`config.mk`:
```
export PLATFORM = sky130hd
export DESIGN_NAME = sil_cell
export DESIGN_NICKNAME = d
export VERILOG_FILES = /design/src/sv/sil_pkg.sv /design/src/sv/sil_cell.sv
export SDC_FILE = /design/constraint.sdc
export NUM_CORES = 1
export LEC_CHECK = 0
export ABC_AREA = 1
export ABC_CLOCK_PERIOD_IN_PS = 3200
export BUFFER_PORTS_ARGS = -buffer_cell sky130_fd_sc_hd__buf_2
export CELL_PAD_IN_SITES_DETAIL_PLACEMENT = 0
export CELL_PAD_IN_SITES_GLOBAL_PLACEMENT = 1
export CORE_ASPECT_RATIO = 1.1
export CORE_UTILIZATION = 35
export DETAILED_ROUTE_END_ITERATION = 10
export PLACE_DENSITY = 0.78
export SYNTH_ARGS = -nofsm -noshare
export SYNTH_HDL_FRONTEND = slang
export SYNTH_SLANG_ARGS = --single-unit
```
`constraint.sdc`:
```
create_clock -name clk -period 3.2 [get_ports clk]
set_input_delay 0.16 -clock clk [delete_from_list [all_inputs] [get_ports clk]]
set_output_delay 0.16 -clock clk [all_outputs]
set_load 0.05 [all_outputs]
```
`src/sv/sil_pkg.sv`:
```
// Shared types, widths and codes for the stable sorted insertion list.
package sil_pkg;

  localparam int CAPACITY = 256;
  // Wide enough to hold the count itself, which reaches CAPACITY.
  localparam int CW       = $clog2(CAPACITY + 1);
  localparam int POS_W    = 9;
  localparam int TAG_W    = 16;
  localparam int SCORE_W  = 16;
  localparam int REGION_W = 8;
  localparam int INDEX_W  = 8;
  localparam int KIND_W   = 2;
  localparam int STATUS_W = 2;
  localparam int OP_W     = 3;

  localparam logic [KIND_W-1:0] KIND_APPEND = 2'd0;
  localparam logic [KIND_W-1:0] KIND_INSERT = 2'd1;
  localparam logic [KIND_W-1:0] KIND_READ   = 2'd2;
  localparam logic [KIND_W-1:0] KIND_CLEAR  = 2'd3;

  localparam logic [STATUS_W-1:0] ST_OK    = 2'd0;
  localparam logic [STATUS_W-1:0] ST_FULL  = 2'd1;
  localparam logic [STATUS_W-1:0] ST_RANGE = 2'd2;

  // What a word still has to do as it travels along the row of cells.
  localparam logic [OP_W-1:0] OP_PASS   = 3'd0;
  localparam logic [OP_W-1:0] OP_APPEND = 3'd1;
  localparam logic [OP_W-1:0] OP_INSERT = 3'd2;
  localparam logic [OP_W-1:0] OP_SHIFT  = 3'd3;
  localparam logic [OP_W-1:0] OP_READ   = 3'd4;

  typedef struct packed {
    logic [TAG_W-1:0]    tag;
    logic [SCORE_W-1:0]  score;
    logic [REGION_W-1:0] region;
  } entry_t;

  typedef struct packed {
    logic [POS_W-1:0]    position;
    entry_t              ent;
    logic [POS_W-1:0]    count;
    logic [STATUS_W-1:0] status;
  } result_t;

  typedef struct packed {
    logic [OP_W-1:0]    op;
    logic [CW-1:0]      left;
    logic [CW-1:0]      pos;
    logic [INDEX_W-1:0] index;
    entry_t             carry;
    result_t            res;
  } wave_t;

endpackage

```
`src/sv/sil_cell.sv`:
```
// One list slot: holds an entry and acts on the wave passing through it.
module sil_cell import sil_pkg::*; (
  input  logic  clk,
  input  logic  rst,
  input  logic  advance,
  input  logic  in_active,
  input  wave_t w_in,
  output logic  out_active,
  output wave_t w_out
);

  entry_t slot;
  entry_t slot_next;
  wave_t  w_next;
  logic   at_tail;

  always_comb begin
    // No valid entries lie at or beyond this slot when left is zero.
    at_tail   = (w_in.left == '0);
    slot_next = slot;
    w_next    = w_in;
    w_next.pos  = w_in.pos + CW'(1);
    w_next.left = at_tail ? '0 : w_in.left - CW'(1);
    case (w_in.op)
      OP_APPEND: begin
        if (at_tail) begin
          slot_next           = w_in.carry;
          w_next.op           = OP_PASS;
          w_next.res.position = POS_W'(w_in.pos);
        end
      end
      OP_INSERT: begin
        if (at_tail) begin
          slot_next           = w_in.carry;
          w_next.op           = OP_PASS;
          w_next.res.position = POS_W'(w_in.pos);
        end else if (w_in.carry.score > slot.score) begin
          // The new entry goes here and the old one is pushed down the row.
          slot_next           = w_in.carry;
          w_next.carry        = slot;
          w_next.op           = OP_SHIFT;
          w_next.res.position = POS_W'(w_in.pos);
        end
      end
      OP_SHIFT: begin
        slot_next    = w_in.carry;
        w_next.carry = slot;
        if (at_tail) begin
          w_next.op = OP_PASS;
        end
      end
      OP_READ: begin
        if (w_in.pos == CW'(w_in.index)) begin
          w_next.res.ent = slot;
          w_next.op      = OP_PASS;
        end
      end
      default: ;
    endcase
  end

  always_ff @(posedge clk) begin
    if (rst) begin
      out_active <= 1'b0;
    end else if (advance) begin
      out_active <= in_active;
    end
  end

  always_ff @(posedge clk) begin
    if (advance && in_active) begin
      slot  <= slot_next;
      w_out <= w_next;
    end
  end

endmodule
```
* Yosys cells after proc, flatten, opt, wreduce, memory -nomap -nowiden
Index checks and enable logic that the tools add are counted.
** Storage, ports and cells
- Bits in registers :: 170
- Bits of input ports :: 133
- Word-level logic and storage cells :: 49
** Cells by class
- Add/subtract/negate cells :: 2
- Magnitude comparators :: 1
- Eq/ne operators :: 7
- Mux-type cells :: 17
- Reduce and logical (&&, ||, !) cells :: 5
** Operators with widths (number)
- 40-bit two-way mux :: 6
- 40-bit case mux with 3 select lines :: 1
- 40-bit case mux with 2 select lines :: 1
- 49-bit two-way mux :: 1
- 9-bit two-way mux :: 2
- 9-bit case mux with 2 select lines :: 1
- 16-bit > comparator :: 1
- 3-bit two-way mux :: 4
- 9-bit by 1-bit adder with 9-bit output (second input constant) :: 1
- 9-bit by 8-bit == test with 1-bit output :: 1
- 9-bit zero test :: 1
- 3-bit case mux with 3 select lines :: 1
- 9-bit by 1-bit subtractor with 9-bit output (second input constant) :: 1
- 3-bit by 2-bit == test with 1-bit output (second input constant) :: 2
- 4-bit AND reduction :: 1
- 3-bit by 1-bit == test with 1-bit output (second input constant) :: 1
- 3-bit == test (second input constant) :: 1
- 3-bit inequality test (second input constant) :: 1
- 3-bit nonzero test :: 1
- 2-bit inequality test (second input constant) :: 1
- 2-bit OR reduction :: 1
- 1-bit logical AND :: 1

* Depth between registers and ports, before layout
- Word-level depth :: 4
- Gate-level depth with buffers :: 16

* Least setup slack after synthesis
No wires, ideal clock.
- Path type :: input -> register
- Start point :: input advance
- End point :: register w_out[0] (netlist bit), enable pin
- Library setup time :: 0.482 ns
- Arrival time :: 2.740 ns
- Required time :: 2.718 ns
- Slack :: -0.022 ns
- Cell stages on the path :: 2
- Buffers on the path :: 0
- Cells stage by stage :: nand2_1 > inv_1
** On the way
- Cells in the longest elaborated chain, start to end :: 1
** Ends and longest elaborated chain
- start, declared :: line sil_cell.sv:5 : input logic advance,
- 1-bit logical AND :: line sil_cell.sv:71 : if (advance && in_active) begin
- end signal, assigned :: line sil_cell.sv:73 : w_out <= w_next;
- end, declared :: line sil_cell.sv:9 : output wave_t w_out
No other way between the ends.
A chain may end at the register's enable or synchronous reset.

==> results.md <==
- The signal on the critical path passes through inv_1 > ha_1 > nand2_1 > o21ai_0 > a21oi_1 > nand2_2 > nand3_2 > buf_4 > nand2_1 > nand3_1 > nand2_1.
- The dominant cell by count in the synthesized netlist is sky130_fd_sc_hd__nand2_1.
- Yosys attributes the largest share of cell area to sky130_fd_sc_hd__edfxtp_1, sky130_fd_sc_hd__nand2_1, sky130_fd_sc_hd__inv_1.
- The required time of the critical path is 3.37 ns.
- The worst path in the final design needs a cycle of 2.623 ns, including I/O delays and setup.
- The starting density of the core is 35.66%.
- Pin placement for this block handled between 200 and 300 I/O pins.
- For the worst flop-to-flop path, the logic depth is 11.
- Once routing completed, OpenROAD measured the worst setup slack at ~0.58 ns.
- In the final routed layout, each cell accounts on average for 16.83 µm.
- After clock tree synthesis, the clock-pin slew on the worst setup and hold paths is around 0.070 ns.
- The wire-length estimate of the detail-placed layout is roughly 16000 µm.
- The start-to-end type of the worst setup path is register to register.
- STA classifies the critical path startpoint as a register.
- A synthesized cell averages 10.52 µm².
- The area overhead of the layout relative to synthesis is 35.78%.
- The count of cell instances traversed by the critical path is 11.
- Clock tree synthesis found a total of 170 sinks.
- Cells with a size suffix above 1 make up between 30 and 40% of the layout.
- The final layout contains 1292 nets.
- The setup skew after layout is 0.01337 ns.
- For this run, design rule violations remaining after detail routing come to 0.
- At the end of the flow the core is filled with cells to 48.42%.
- The proportion of register bits with asynchronous set or reset after synthesis is 0%.
- The number of synthesis warnings is 0.
- Entering global routing, the biggest net connects 53 pins.
- The global placement routability congestion is 0.8072.
- Of the available clock period, the critical path in the final layout requires 81.96%.
- The most used flip-flop cell after synthesis is sky130_fd_sc_hd__edfxtp_1.
- The max-slew headroom at the worst pin is 29.92%.
- Power spread over the standard cell area amounts to 498.8 nW/µm².
- Global routing used roughly a fifth of the available tracks across all layers.
- The number of register bits inferred by synthesis is 170.
- Data arrives at the worst endpoint at between 2 and 3 ns.
- The detailed router placed between 6000 and 7000 vias in this run.
- The worst-case IR drop observed on VDD is ~0.28 mV.
- The number of antenna violations at the first check in global routing was 1.
- Max-cap violations in this run came to 0.
- Setup repair after global routing left no endpoint under its margin.
- In the final timing run, aggregate negative setup slack is 0 ns.
- The number of buffers and inverters on the critical path is 2.
- The final count of negative-setup-slack endpoints is 0.
- Sorting the synthesized cells by how often they occur yields sky130_fd_sc_hd__nand2_1, sky130_fd_sc_hd__edfxtp_1, sky130_fd_sc_hd__inv_1.
- The die covers roughly 25000 µm².
- The CTS tree is done.
- The min-delay analysis places its worst path in the category primary input to register.
- Along the worst path, the maximum fanout reaches 13.
- For this run, the slowest stage of the critical path takes 0.37 ns.
- The kind of capture point of the worst setup path is a register.
- The dominant cell type by count on the critical path is sky130_fd_sc_hd__nand2_1.
- Yosys mapped a number of flops with a built-in enable equal to between 150 and 200.
- The number of CTS-inserted buffers is 17.
- Timing analysis after detailed placement gives a worst setup slack of 0.5451 ns.
- In this run the standard cell core region covers 23620 µm².
- The mean number of vias per cell is 4.789.
- The depth of the CTS H-tree is 4.
- The count of distinct cell types in the synthesized netlist is 36.
- Overall power consumption after layout is estimated at roughly 5.7 mW.
- The area share of the leading cell type in the synthesized netlist is 60.24%.
- The total nets after synthesis is 952.
- The horizontal die dimension is about 150 µm.
- The global-route wire length before repair is 36920 µm.
- Before antenna repair, the detailed router went through 5 iterations.
- At the later pin of the worst-skew pair, clock insertion delay measures 0.43 ns.
- In this run the post-CTS setup repair buffer count came out at 0.
- The cell count after synthesis came out at approximately 800.
- After synthesis the cells add up to 8424 µm².
- Gates resized during post-CTS repair numbered 0.
- The antenna violation net count after detailed routing is 0.
- Along the worst hold path, the cell count comes to 4.
- Among all stages on the critical path, the largest delay is contributed by sky130_fd_sc_hd__edfxtp_1.
- The number of cell rows is 59.
- The detailed router finished its first iteration with 365 violations.
- The total leakage power is 5.201 nW.
- The portion of the post-synthesis area used by sequential elements is 60.48%.
- Buffers placed on the I/O ports in this run total 262.
- The die boundary height is 164.7 µm.
- Timing would allow up to approximately 380 MHz.
- For this run the aggregate overflow at the end of global routing stands at 0.
- The number of endpoints with negative hold slack in the final report is 0.
- The final layout contains routed wiring with a total length of 24570 µm.
- The via count of the first global-routing pass is 6867.
- At the pin with the least slew margin, the transition time is 1.048 ns.
- The cell sitting at the root of the clock tree is a sky130_fd_sc_hd__clkbuf_16.
- The longest clock path from root to sink contains 2 buffers.
- The flow ran to the end, and the final reports show no timing, DRC or antenna violations.
- For flop-to-flop paths, the worst setup slack is 0.58 ns.
- The biggest area contributor in the post-synthesis netlist is sky130_fd_sc_hd__edfxtp_1.
- The kind of cell with the highest combined delay along the critical path is simple AND/OR/NAND/NOR gates.
- The final max-slew violation count was 0.
[power by group]
part	internal (mW)	total [mW]	switching (mW)	leakage, nW
logic	0.317	1.04	0.723	3.35
clock network	1.09	2.05	0.957	0.263
registers	2.59	2.62	0.0278	1.58
[worst reg2reg max path, stage by stage (launching register included)]
cell,delay (ns)
sky130_fd_sc_hd__edfxtp_1,0.37
sky130_fd_sc_hd__inv_1,0.15
sky130_fd_sc_hd__ha_1,0.27
sky130_fd_sc_hd__nand2_1,0.13
sky130_fd_sc_hd__o21ai_0,0.13
sky130_fd_sc_hd__a21oi_1,0.24
sky130_fd_sc_hd__nand2_2,0.25
sky130_fd_sc_hd__nand3_2,0.34
sky130_fd_sc_hd__buf_4,0.29
sky130_fd_sc_hd__nand2_1,0.08
sky130_fd_sc_hd__nand3_1,0.07
sky130_fd_sc_hd__nand2_1,0.06
[placed cells by master (no fill, tap or decap), types with 2 or more instances in the layout]
cell type	count
sky130_fd_sc_hd__clkinvlp_4	5
sky130_fd_sc_hd__nor2_4	2
sky130_fd_sc_hd__nor2_2	2
sky130_fd_sc_hd__nand3_1	58
sky130_fd_sc_hd__xor2_1	10
sky130_fd_sc_hd__clkbuf_1	2
sky130_fd_sc_hd__clkinv_4	3
sky130_fd_sc_hd__o22ai_1	40
sky130_fd_sc_hd__xnor2_1	7
sky130_fd_sc_hd__buf_12	2
sky130_fd_sc_hd__ha_1	18
sky130_fd_sc_hd__dlygate4sd3_1	84
sky130_fd_sc_hd__o21ai_0	3
sky130_fd_sc_hd__clkbuf_16	17
sky130_fd_sc_hd__nand3_2	2
sky130_fd_sc_hd__or2_2	2
sky130_fd_sc_hd__nand2_2	6
sky130_fd_sc_hd__nand3_4	2
sky130_fd_sc_hd__inv_2	4
sky130_fd_sc_hd__nand2_1	171
sky130_fd_sc_hd__nor3_1	3
sky130_fd_sc_hd__nand4_1	42
sky130_fd_sc_hd__edfxtp_1	169
sky130_fd_sc_hd__a21oi_1	11
sky130_fd_sc_hd__inv_6	4
sky130_fd_sc_hd__buf_2	262
sky130_fd_sc_hd__buf_4	11
sky130_fd_sc_hd__nor2_1	17
sky130_fd_sc_hd__inv_1	143
sky130_fd_sc_hd__o21ai_2	40
[state kept, by name, indices dropped and copies added (netlist names)]
name        count
w_out         129
slot           40
out_active      1
[final timing paths]
kind / end / startpoint
max: w_out[74] / slot[23]
min: out_active / advance
max reg2reg: w_out[74] / slot[23]
min reg2reg: out_active / out_active
[per-layer routing]
layer | share of wire (%) | GRT usage (%) | vias to the layer above | wire (µm)
met5 | 0 | 0 | - | 0
met2 | 50 | 33.99 | 227 | 12220
met4 | 1.2 | 6.198 | 0 | 292
li1 | - | - | 3410 | -
met1 | 44 | 25.48 | 3338 | 10720
met3 | 5.5 | 3.619 | 17 | 1340
[stage by stage]
stage	std cells	cell area [µm²]	hold WS, ns
global route	1460	11440	0.005136
floorplan	801	8428	0.2291
global placement	1343	10030	0.3178
detailed placement	1343	10030	0.3202
finish	1460	11440	0.01571
CTS	1459	11440	0.0002791
[final cells by class]
cell class / instances / area (µm²)
Inverter: 148 / 559.3
Antenna cell: 1 / 2.502
Fill cell: 2247 / 12180
Clock buffer: 19 / 432.9
Clock inverter: 13 / 132.6
Sequential cell: 170 / 5095
Multi-Input combinational cell: 445 / 2560
Timing Repair Buffer: 359 / 2275
Tap cell: 305 / 381.6
[repair_timing]
action,4_1_cts,5_1_grt
setup endpoints to repair,0,0
hold buffers,84,0
hold endpoints to repair,84,0
[cell families after synthesis]
group	Yosys count	synth area share, %
simple gates	311	17.35
compound gates	99	8.510
buf+inv	186	9.223
fa+ha+maj	18	2.673
xor+xnor	17	1.767
flops	170	60.48
Note: power is estimated with default switching activity, not from simulation.
