## config.mk

```make
export PLATFORM = sky130hd
export DESIGN_NAME = sil_issue
export DESIGN_NICKNAME = d
export VERILOG_FILES = /design/src/sv/sil_pkg.sv /design/src/sv/sil_issue.sv
export SDC_FILE = /design/constraint.sdc
export NUM_CORES = 1
export LEC_CHECK = 0
export ABC_AREA = 1
export ABC_CLOCK_PERIOD_IN_PS = 4300
export BUFFER_PORTS_ARGS = -buffer_cell sky130_fd_sc_hd__buf_2
export CAP_MARGIN = 20
export CORE_MARGIN = 10
export CORE_UTILIZATION = 25
export DETAILED_ROUTE_END_ITERATION = 6
export HOLD_SLACK_MARGIN = 0.06
export PLACE_DENSITY_LB_ADDON = 0.05
export SYNTH_ARGS = -nofsm -noshare
export SYNTH_HDL_FRONTEND = slang
export SYNTH_SLANG_ARGS = --single-unit
```

## constraint.sdc

```tcl
create_clock -name clk -period 4.3 [get_ports clk]
set_input_delay 0.215 -clock clk [delete_from_list [all_inputs] [get_ports clk]]
set_output_delay 0.215 -clock clk [all_outputs]
set_load 0.02 [all_outputs]
```

## src/sv/sil_pkg.sv

```systemverilog
// Shared types, widths and codes for the stable sorted insertion list.
package sil_pkg;

  localparam int CAPACITY = 256;
  // Wide enough to hold the count itself, which reaches CAPACITY.
  localparam int CW       = $clog2(CAPACITY + 1);
  localparam int POS_W    = 9;
  localparam int TAG_W    = 16;
  localparam int SCORE_W  = 16;
  localparam int REGION_W = 8;
  localparam int INDEX_W  = 8;
  localparam int KIND_W   = 2;
  localparam int STATUS_W = 2;
  localparam int OP_W     = 3;

  localparam logic [KIND_W-1:0] KIND_APPEND = 2'd0;
  localparam logic [KIND_W-1:0] KIND_INSERT = 2'd1;
  localparam logic [KIND_W-1:0] KIND_READ   = 2'd2;
  localparam logic [KIND_W-1:0] KIND_CLEAR  = 2'd3;

  localparam logic [STATUS_W-1:0] ST_OK    = 2'd0;
  localparam logic [STATUS_W-1:0] ST_FULL  = 2'd1;
  localparam logic [STATUS_W-1:0] ST_RANGE = 2'd2;

  // What a word still has to do as it travels along the row of cells.
  localparam logic [OP_W-1:0] OP_PASS   = 3'd0;
  localparam logic [OP_W-1:0] OP_APPEND = 3'd1;
  localparam logic [OP_W-1:0] OP_INSERT = 3'd2;
  localparam logic [OP_W-1:0] OP_SHIFT  = 3'd3;
  localparam logic [OP_W-1:0] OP_READ   = 3'd4;

  typedef struct packed {
    logic [TAG_W-1:0]    tag;
    logic [SCORE_W-1:0]  score;
    logic [REGION_W-1:0] region;
  } entry_t;

  typedef struct packed {
    logic [POS_W-1:0]    position;
    entry_t              ent;
    logic [POS_W-1:0]    count;
    logic [STATUS_W-1:0] status;
  } result_t;

  typedef struct packed {
    logic [OP_W-1:0]    op;
    logic [CW-1:0]      left;
    logic [CW-1:0]      pos;
    logic [INDEX_W-1:0] index;
    entry_t             carry;
    result_t            res;
  } wave_t;

endpackage

```

## src/sv/sil_issue.sv

```systemverilog
// Front stage: keeps the entry count and turns each input word into a wave for the cells.
module sil_issue import sil_pkg::*; (
  input  logic                clk,
  input  logic                rst,
  input  logic                advance,
  input  logic                take,
  input  logic [KIND_W-1:0]   kind,
  input  logic [TAG_W-1:0]    tag,
  input  logic [SCORE_W-1:0]  score,
  input  logic [REGION_W-1:0] region,
  input  logic [INDEX_W-1:0]  index,
  output logic                w_active,
  output wave_t               w_out
);

  logic [CW-1:0] entry_count;
  logic [CW-1:0] entry_count_next;
  wave_t         w_next;
  entry_t        offered;

  always_comb begin
    offered          = '{tag: tag, score: score, region: region};
    entry_count_next = entry_count;
    w_next           = '0;
    w_next.op        = OP_PASS;
    w_next.left      = entry_count;
    w_next.pos       = '0;
    w_next.index     = index;
    w_next.carry     = offered;
    w_next.res.count = POS_W'(entry_count);
    w_next.res.status = ST_OK;
    case (kind)
      KIND_CLEAR: begin
        entry_count_next = '0;
        w_next.res.count = '0;
      end
      KIND_READ: begin
        w_next.res.position = POS_W'(index);
        if (16'(index) >= 16'(entry_count)) begin
          w_next.res.status = ST_RANGE;
        end else begin
          w_next.op = OP_READ;
        end
      end
      KIND_APPEND, KIND_INSERT: begin
        w_next.res.ent = offered;
        if (entry_count == CW'(CAPACITY)) begin
          w_next.res.status = ST_FULL;
        end else begin
          w_next.op        = (kind == KIND_INSERT) ? OP_INSERT : OP_APPEND;
          entry_count_next = entry_count + CW'(1);
          w_next.res.count = POS_W'(entry_count + CW'(1));
        end
      end
      default: ;
    endcase
  end

  always_ff @(posedge clk) begin
    if (rst) begin
      entry_count <= '0;
      w_active    <= 1'b0;
    end else if (advance) begin
      w_active <= take;
      if (take) begin
        entry_count <= entry_count_next;
      end
    end
  end

  always_ff @(posedge clk) begin
    if (advance && take) begin
      w_out <= w_next;
    end
  end

endmodule

```

## After elaboration in Yosys (flattened, before gate mapping)

Index checks and enable logic that the tools add are counted.

- Bits in registers: 130
- Latch bits: 0
- Bits in writable memories: 0
- ROM bits: 0
- Input bits: 54
- Output and inout bits: 130
- Logic and storage cells: 34
- Memories: 0

- Add/sub/neg operators: 1
- $mul: 0
- Divide/modulo/power cells: 0
- Order comparisons: 1
- Equality and inequality tests: 4
- Shift operators: 0
- Mux-type cells: 9
- Bitwise logic cells: 0
- Reductions and logical operators: 4

Operators with widths:

| kind | count |
|---|---|
| $pmux W9 S2 | 1 |
| $add A9 B1 Y9 const B | 1 |
| $eq A9 B9 Y1 const B | 1 |
| $ge A8 B9 Y1 | 1 |
| $mux W9 | 1 |
| $mux W2 | 3 |
| $pmux W3 S2 | 1 |
| $eq A2 B2 Y1 const B | 2 |
| $pmux W2 S2 | 1 |
| $mux W3 | 1 |
| $eq A2 B1 Y1 const B | 1 |
| $logic_not A2 Y1 | 1 |
| $reduce_and A2 Y1 | 1 |
| $reduce_or A2 Y1 | 1 |
| $logic_and A1 B1 Y1 | 1 |
| $mux W1 | 1 |

## Logic depth before layout (Yosys ltp)

Gate-level depths: netlist of run 1.

- Depth after elaboration: 4
- Mapped depth: 11
- Mapped depth without buffers: 10

## Worst setup path before layout of run 1

Ideal clock, no wire load.

- Kind: input -> register
- From: in advance
- To: reg entry_count[0]
- Library setup time: 0.074 ns
- Arrival: 1.476 ns
- Data required time: 4.226 ns
- Setup slack: 2.750 ns
- Stages on the path: 4
- Buffers on the path: 0
- Cell sequence: nand2_1 inv_4 o21ai_0 a21oi_2

- Longest elaborated chain between the ends: 1

RTL lines:

| element | line | text |
|---|---|---|
| start, declared | sil_issue.sv:5 | `input logic advance,` |
| $reduce_and A2 Y1 (no line) | -- |  |
| end signal, assigned | sil_issue.sv:66 | `entry_count <= entry_count_next;` |
| end, declared | sil_issue.sv:16 | `logic [CW-1:0] entry_count;` |

Every way passes these cells.
A chain may end at the register's enable or synchronous reset.

## Worst setup path after layout of run 1

- From: in advance
- To: reg w_out[22] (netlist bit), enable pin

- Longest elaborated chain between the ends: 1

RTL lines:

| element | line | text |
|---|---|---|
| $logic_and A1 B1 Y1 | sil_issue.sv:72 | `if (advance && take) begin` |
| end signal, assigned | sil_issue.sv:73 | `w_out <= w_next;` |
| end, declared | sil_issue.sv:13 | `output wave_t w_out` |

Every way passes these cells.

==> results of run 1 <==
-- synth_stat cells (2+ instances only) --
master    count  share of area [%]
nand2_2       3               0.37
ha_1         10                2.4
nand2_1      60                4.4
buf_6         2               0.44
edfxtp_1    119                 70
nor2_4        3               0.66
nand2_4       2               0.44
a21oi_1      10               0.98
nand3_1      17                1.7
inv_2         6               0.44
clkbuf_1      6               0.44
nor2_2        3               0.37
o21ai_0       2               0.20
buf_4        10                1.5
inv_1        68                5.0
nor2_1       63                4.6
dfxtp_1      10                3.9
o21ai_1       3               0.29
a21oi_2       2               0.34
nand3b_1      2               0.29
-- critical path, cell delays in order --
cell	delay, ns
dlygate4sd3_1	0.52
buf_2	0.11
nand2_1	0.30
inv_4	0.43
buf_12	0.41
-- sequential cells by signal (all words and copies together), names as in the netlist --
name and count:
w_active 1, w_out 119, entry_count 9
-- stage by stage --
stage	instances	utilization, %	hold WS, ns	area [µm²]
6_report	926	36.3	0.129	7310
5_1_grt	926	36.3	0.123	7310
4_1_cts	926	36.3	0.102	7310
3_5_place_dp	845	31.0	0.408	6250
3_3_place_gp	845	31.0	0.408	6250
2_1_floorplan	419	-	0.314	5150
-- layer usage --
metal	wire length (µm)	global-route usage (%)	vias to the layer above
met5	11	0	-
met4	248	4.55	2
met3	1000	4.05	21
met2	6470	16.4	116
met1	5890	12.6	1647
li1	-	-	1791
-- power breakdown --
part | switching (mW) | leakage (nW) | internal [mW]
Clock | 0.544 | 0.273 | 0.850
Combinational | 0.244 | 1.78 | 0.131
Sequential | 0.0293 | 1.17 | 1.46
-- worst min path at each step --
stage	startpoint	end	cells past startpoint
finish	rst	w_active	2
global route	rst	w_active	2
CTS	rst	w_active	2
detailed placement	tag[7]	w_out[91]	1
global placement	tag[15]	w_out[99]	1
floorplan	index[0]	w_out[100]	0
-- kinds of logic after synthesis --
logic type	Yosys count
xor+xnor	1
fa+ha+maj	10
other cells	1
compound gates	18
simple gates	156
flops	129
buf+inv	95
-- layout make-up --
type | instances | area (µm²)
well taps | 270 | 338
clock inverters | 14 | 140
repair buffers | 223 | 1380
multi-input cells | 195 | 953
fillers | 2037 | 12900
inverters | 77 | 302
clock buffers | 18 | 429
flip-flops and latches | 129 | 3770
==> results.sh, run 1 <==
export IMPL_yosys_warnings=0
export IMPL_syn_to_final_growth_pct=43.0
export IMPL_worstPathArrival_ns=2.15
export IMPL_powerDensity_nw_per_um2=445
export IMPL_postLayoutSetupSlackWorst_ns=2.19
export IMPL_grt_pass1_wl_mm=21.6
export IMPL_rr_worst_depth=10
export IMPL_place_port_buffers=173
export IMPL_drt_iter0_markers=140
export IMPL_ir_drop_v=0.000248
export IMPL_synthCells=410
export IMPL_max_freq_ghz=0.475
export IMPL_grt_max_degree=102
export IMPL_antenna_found_initial=1
export IMPL_final_layout_size_suffix_gt1_share_pct=34.5
export IMPL_clk_latency_ns=0.41
export IMPL_dr_pass1_iters=4
export IMPL_min_period_ns=2.11
export IMPL_power_leakage_nw=3.22
export IMPL_crit_path_start="advance"
export IMPL_hold_viol_final=0
export IMPL_synth_fa_ha_area_share_pct=2.45
export IMPL_clockBufferDepth=2
export IMPL_synth_compound_area_share_pct=1.98
export IMPL_ys_flop_type="edfxtp_1"
export IMPL_ctsRootBufferMaster="clkbuf_16"
export IMPL_worstPathRequired_ns=4.34
export IMPL_start_util_pct=25.4
export IMPL_core_um2=20200
export IMPL_fin_nets=707
export IMPL_synth_mux_area_share_pct=0
export IMPL_wl_per_cell_um=14.7
export IMPL_die_x_um=163
export IMPL_cts_tree="yes"
export IMPL_cp_start_kind="input port"
export IMPL_reg2reg_from="entry_count[2]"
export IMPL_drtAntennaViolNets=0
export IMPL_setup_tns_ns=0
export IMPL_h_tree_depth=4
export IMPL_ys_seq_elements=129
export IMPL_design_portCount=184
export IMPL_numCtsBuffers=17
export IMPL_syn_avg_cell_area_um2=12.5
export IMPL_clock_sinks=129
export IMPL_drc=0
export IMPL_finalMaxSlewViolations=0
export IMPL_setup_viol=0
export IMPL_drt_total_wl_mm=13.6
export IMPL_slew_limit_headroom_pct=42.0
export IMPL_die_h_um=163
export IMPL_gr_total_overflow=0
export IMPL_hold_class="in2reg"
export IMPL_worst_pin_slew_ns=0.870
export IMPL_via_per_inst=3.86
export IMPL_max_cap_viol_count=0
export IMPL_seq_area_frac_synth_pct=73.8
export IMPL_finalPower_mw=3.26
export IMPL_pre_cts_slack_ns=2.30
export IMPL_rows=52
export IMPL_syn_area_um2=5110
export IMPL_synth_edf_count=119
export IMPL_post_cts_setup_buffers=0
export IMPL_end_kind="register"
export IMPL_finClkSkew_ns=0.00641
export IMPL_reg2reg_to="w_out[1]"
export IMPL_diodes=0
export IMPL_worstSetupEndpoint="w_out[22]"
export IMPL_layout_commonest_cell="buf_2"
export IMPL_synth_xor_area_share_pct=0.171
export IMPL_final_cell_mix="buf_2, edfxtp_1, inv_1, nor2_1, nand2_1"
export IMPL_dp_hpwl_mm=9.72
export IMPL_ys_types=29
export IMPL_grt_pass1_vias=3848
export IMPL_grt_usage_pct=10.5
export IMPL_outcome="completed"
export IMPL_vias=3577
export IMPL_r2r_slack_ns=2.42
export IMPL_cts_resized=0
export IMPL_gp_congestion=0.766
export IMPL_rsz0062_at_grt="no"
export IMPL_die_area_um2=26600
export IMPL_async_flop_share_pct=0
export IMPL_path_max_fanout=101
export IMPL_path_clk_slew_ns=0.06
export IMPL_ctsHoldBuffers=49
export IMPL_timing_final_crit_share_pct=49.0
export IMPL_crit_type="in2reg"
export IMPL_synth_top_family_by_area="simple AND/OR/NAND/NOR gates"
export IMPL_yosys_area_share_simple_pct=13.3
No activity file was read; power rests on OpenSTA's default activity.
==> inputs of run 2 (changes only) <==
Settings changed: ABC_CLOCK_PERIOD_IN_PS 4300 to 2050.
Clock period 4.3 ns to 2.05 ns, I/O delays scaled along.
==> results.sh, run 2 (synthesized netlist as in run 1, its figures left out) <==
export IMPL_setup_tns_ns=0
export IMPL_grtUsageMet3_pct=4.23
export IMPL_vias=3591
export IMPL_worstPathRequired_ns=2.21
export IMPL_busiest_layer="met2"
export IMPL_top_register="w_out"
export IMPL_die_area_um2=26600
export IMPL_outcome="completed"
export IMPL_dp_hpwl_mm=10.0
export IMPL_antenna_found_initial=0
export IMPL_final_area_um2=7440
export IMPL_die_h_um=163
export IMPL_timing_final_crit_share_pct=80.1
export IMPL_wl_per_cell_um=14.8
export IMPL_power_leakage_nw=3.29
export IMPL_rows=52
export IMPL_grt_max_degree=41
export IMPL_worstPathArrival_ns=1.80
export IMPL_crit_type="reg2reg"
export IMPL_diodes=0
export IMPL_drc=0
export IMPL_final_cell_mix="buf_2, edfxtp_1, inv_1, nor2_1, nand2_1"
export IMPL_grt_usage_pct=10.5
export IMPL_grt_util_met2_pct=16.5
export IMPL_layout_commonest_cell="buf_2"
export IMPL_place_port_buffers=173
export IMPL_grt_pass1_vias=3799
export IMPL_setup_viol=0
export IMPL_core_um2=20200
export IMPL_reg2reg_to="w_out[128]"
export IMPL_reg_top3="w_out (119), entry_count (9), w_active (1)"
export IMPL_max_freq_ghz=0.609
export IMPL_hold_viol_final=0
export IMPL_syn_to_final_growth_pct=45.5
export IMPL_end_kind="register"
export IMPL_fillers=2053
export IMPL_clock_sinks=129
export IMPL_rsz0062_at_grt="no"
export IMPL_drt_total_wl_mm=13.8
export IMPL_holdPathStages=2
export IMPL_reg2reg_from="entry_count[1]"
export IMPL_pre_cts_slack_ns=0.412
export IMPL_largest_reg_flops=119
export IMPL_ir_drop_v=0.000544
export IMPL_final_layout_size_suffix_gt1_share_pct=35.2
export IMPL_drt_iter0_markers=168
export IMPL_finClkSkew_ns=0.00573
export IMPL_fin_nets=714
export IMPL_clk_latency_ns=0.41
export IMPL_gr_total_overflow=0
export IMPL_dr_pass1_iters=4
export IMPL_design_portCount=184
export IMPL_hold_class="in2reg"
export IMPL_via_per_inst=3.85
export IMPL_h_tree_depth=4
export IMPL_grtUsageMet1_pct=12.9
export IMPL_max_cap_viol_count=0
export IMPL_die_x_um=163
export IMPL_final_core_util_pct=36.9
export IMPL_r2r_slack_ns=0.41
export IMPL_placed_area_um2=6310
export IMPL_grt_pass1_wl_mm=21.5
export IMPL_cts_tree="yes"
export IMPL_min_period_ns=1.64
export IMPL_postLayoutSetupSlackWorst_ns=0.407
export IMPL_finalPower_mw=7.11
export IMPL_path_max_fanout=7
export IMPL_gp_congestion=0.737
export IMPL_drtAntennaViolNets=0
export IMPL_hold_path_endpoint="w_out[0]"
export IMPL_powerDensity_nw_per_um2=955
export IMPL_clockBufferDepth=2
export IMPL_start_util_pct=25.4
export IMPL_path_clk_slew_ns=0.06
export IMPL_min_from="kind[1]"
export IMPL_numCtsBuffers=17
export IMPL_cp_start_kind="register"
export IMPL_rr_worst_depth=7
export IMPL_ctsRootBufferMaster="clkbuf_16"
export IMPL_finalMaxSlewViolations=0
export IMPL_cts_resized=0
## run 2: power by group
part / leakage [nW] / internal (mW) / switching (mW)
Clock: 0.297 / 2.03 / 1.16
Sequential: 1.17 / 3.06 / 0.0542
Combinational: 1.82 / 0.288 / 0.521
## run 2: worst max path at each step
stage | start | endpoint | slack (ns) | depth (start not counted)
finish | entry_count[1] | w_out[128] | 0.41 | 7
global route | entry_count[1] | w_out[128] | 0.27 | 7
CTS | entry_count[1] | w_out[128] | 0.39 | 7
detailed placement | entry_count[1] | w_out[128] | 0.41 | 7
global placement | entry_count[1] | w_out[1] | 0.42 | 8
floorplan | entry_count[2] | w_out[1] | 0.58 | 11
## run 2: layer usage
| metal | wire length [µm] | part of all wire [%] |
|---|---|---|
| met2 | 6530 | 47 |
| met5 | 0 | 0 |
| met3 | 1010 | 7.3 |
| met1 | 6130 | 44 |
| met4 | 159 | 1.2 |
## run 2: timing repair
item / in CTS / in global routing
setup endpoints to repair: 0 / 0
setup buffers: 0 / 0
hold endpoints to repair: 98 / 0
hold buffers: 51 / 0
## run 2: final cells by class
type	count	area, µm²	area share (%)
clock buffers	17	425	5.72
well taps	270	338	4.54
multi-input cells	195	953	12.8
clock inverters	14	189	2.54
inverters	77	302	4.05
repair buffers	230	1460	19.6
flip-flops and latches	129	3770	50.7
## run 2: through the flow
step | hold WS (ns) | std cells
2_1_floorplan | 0.201 | 419
3_3_place_gp | 0.294 | 850
3_5_place_dp | 0.295 | 850
4_1_cts | 0.0902 | 932
5_1_grt | 0.0898 | 932
6_report | 0.0945 | 932
## run 2: critical path, stage by stage, from the launching register on
cell	delay, ns
dfxtp_1	0.49
inv_1	0.14
ha_1	0.31
nand2_1	0.05
nor2_1	0.12
nand3_1	0.09
nand4_1	0.13
nor2_1	0.06
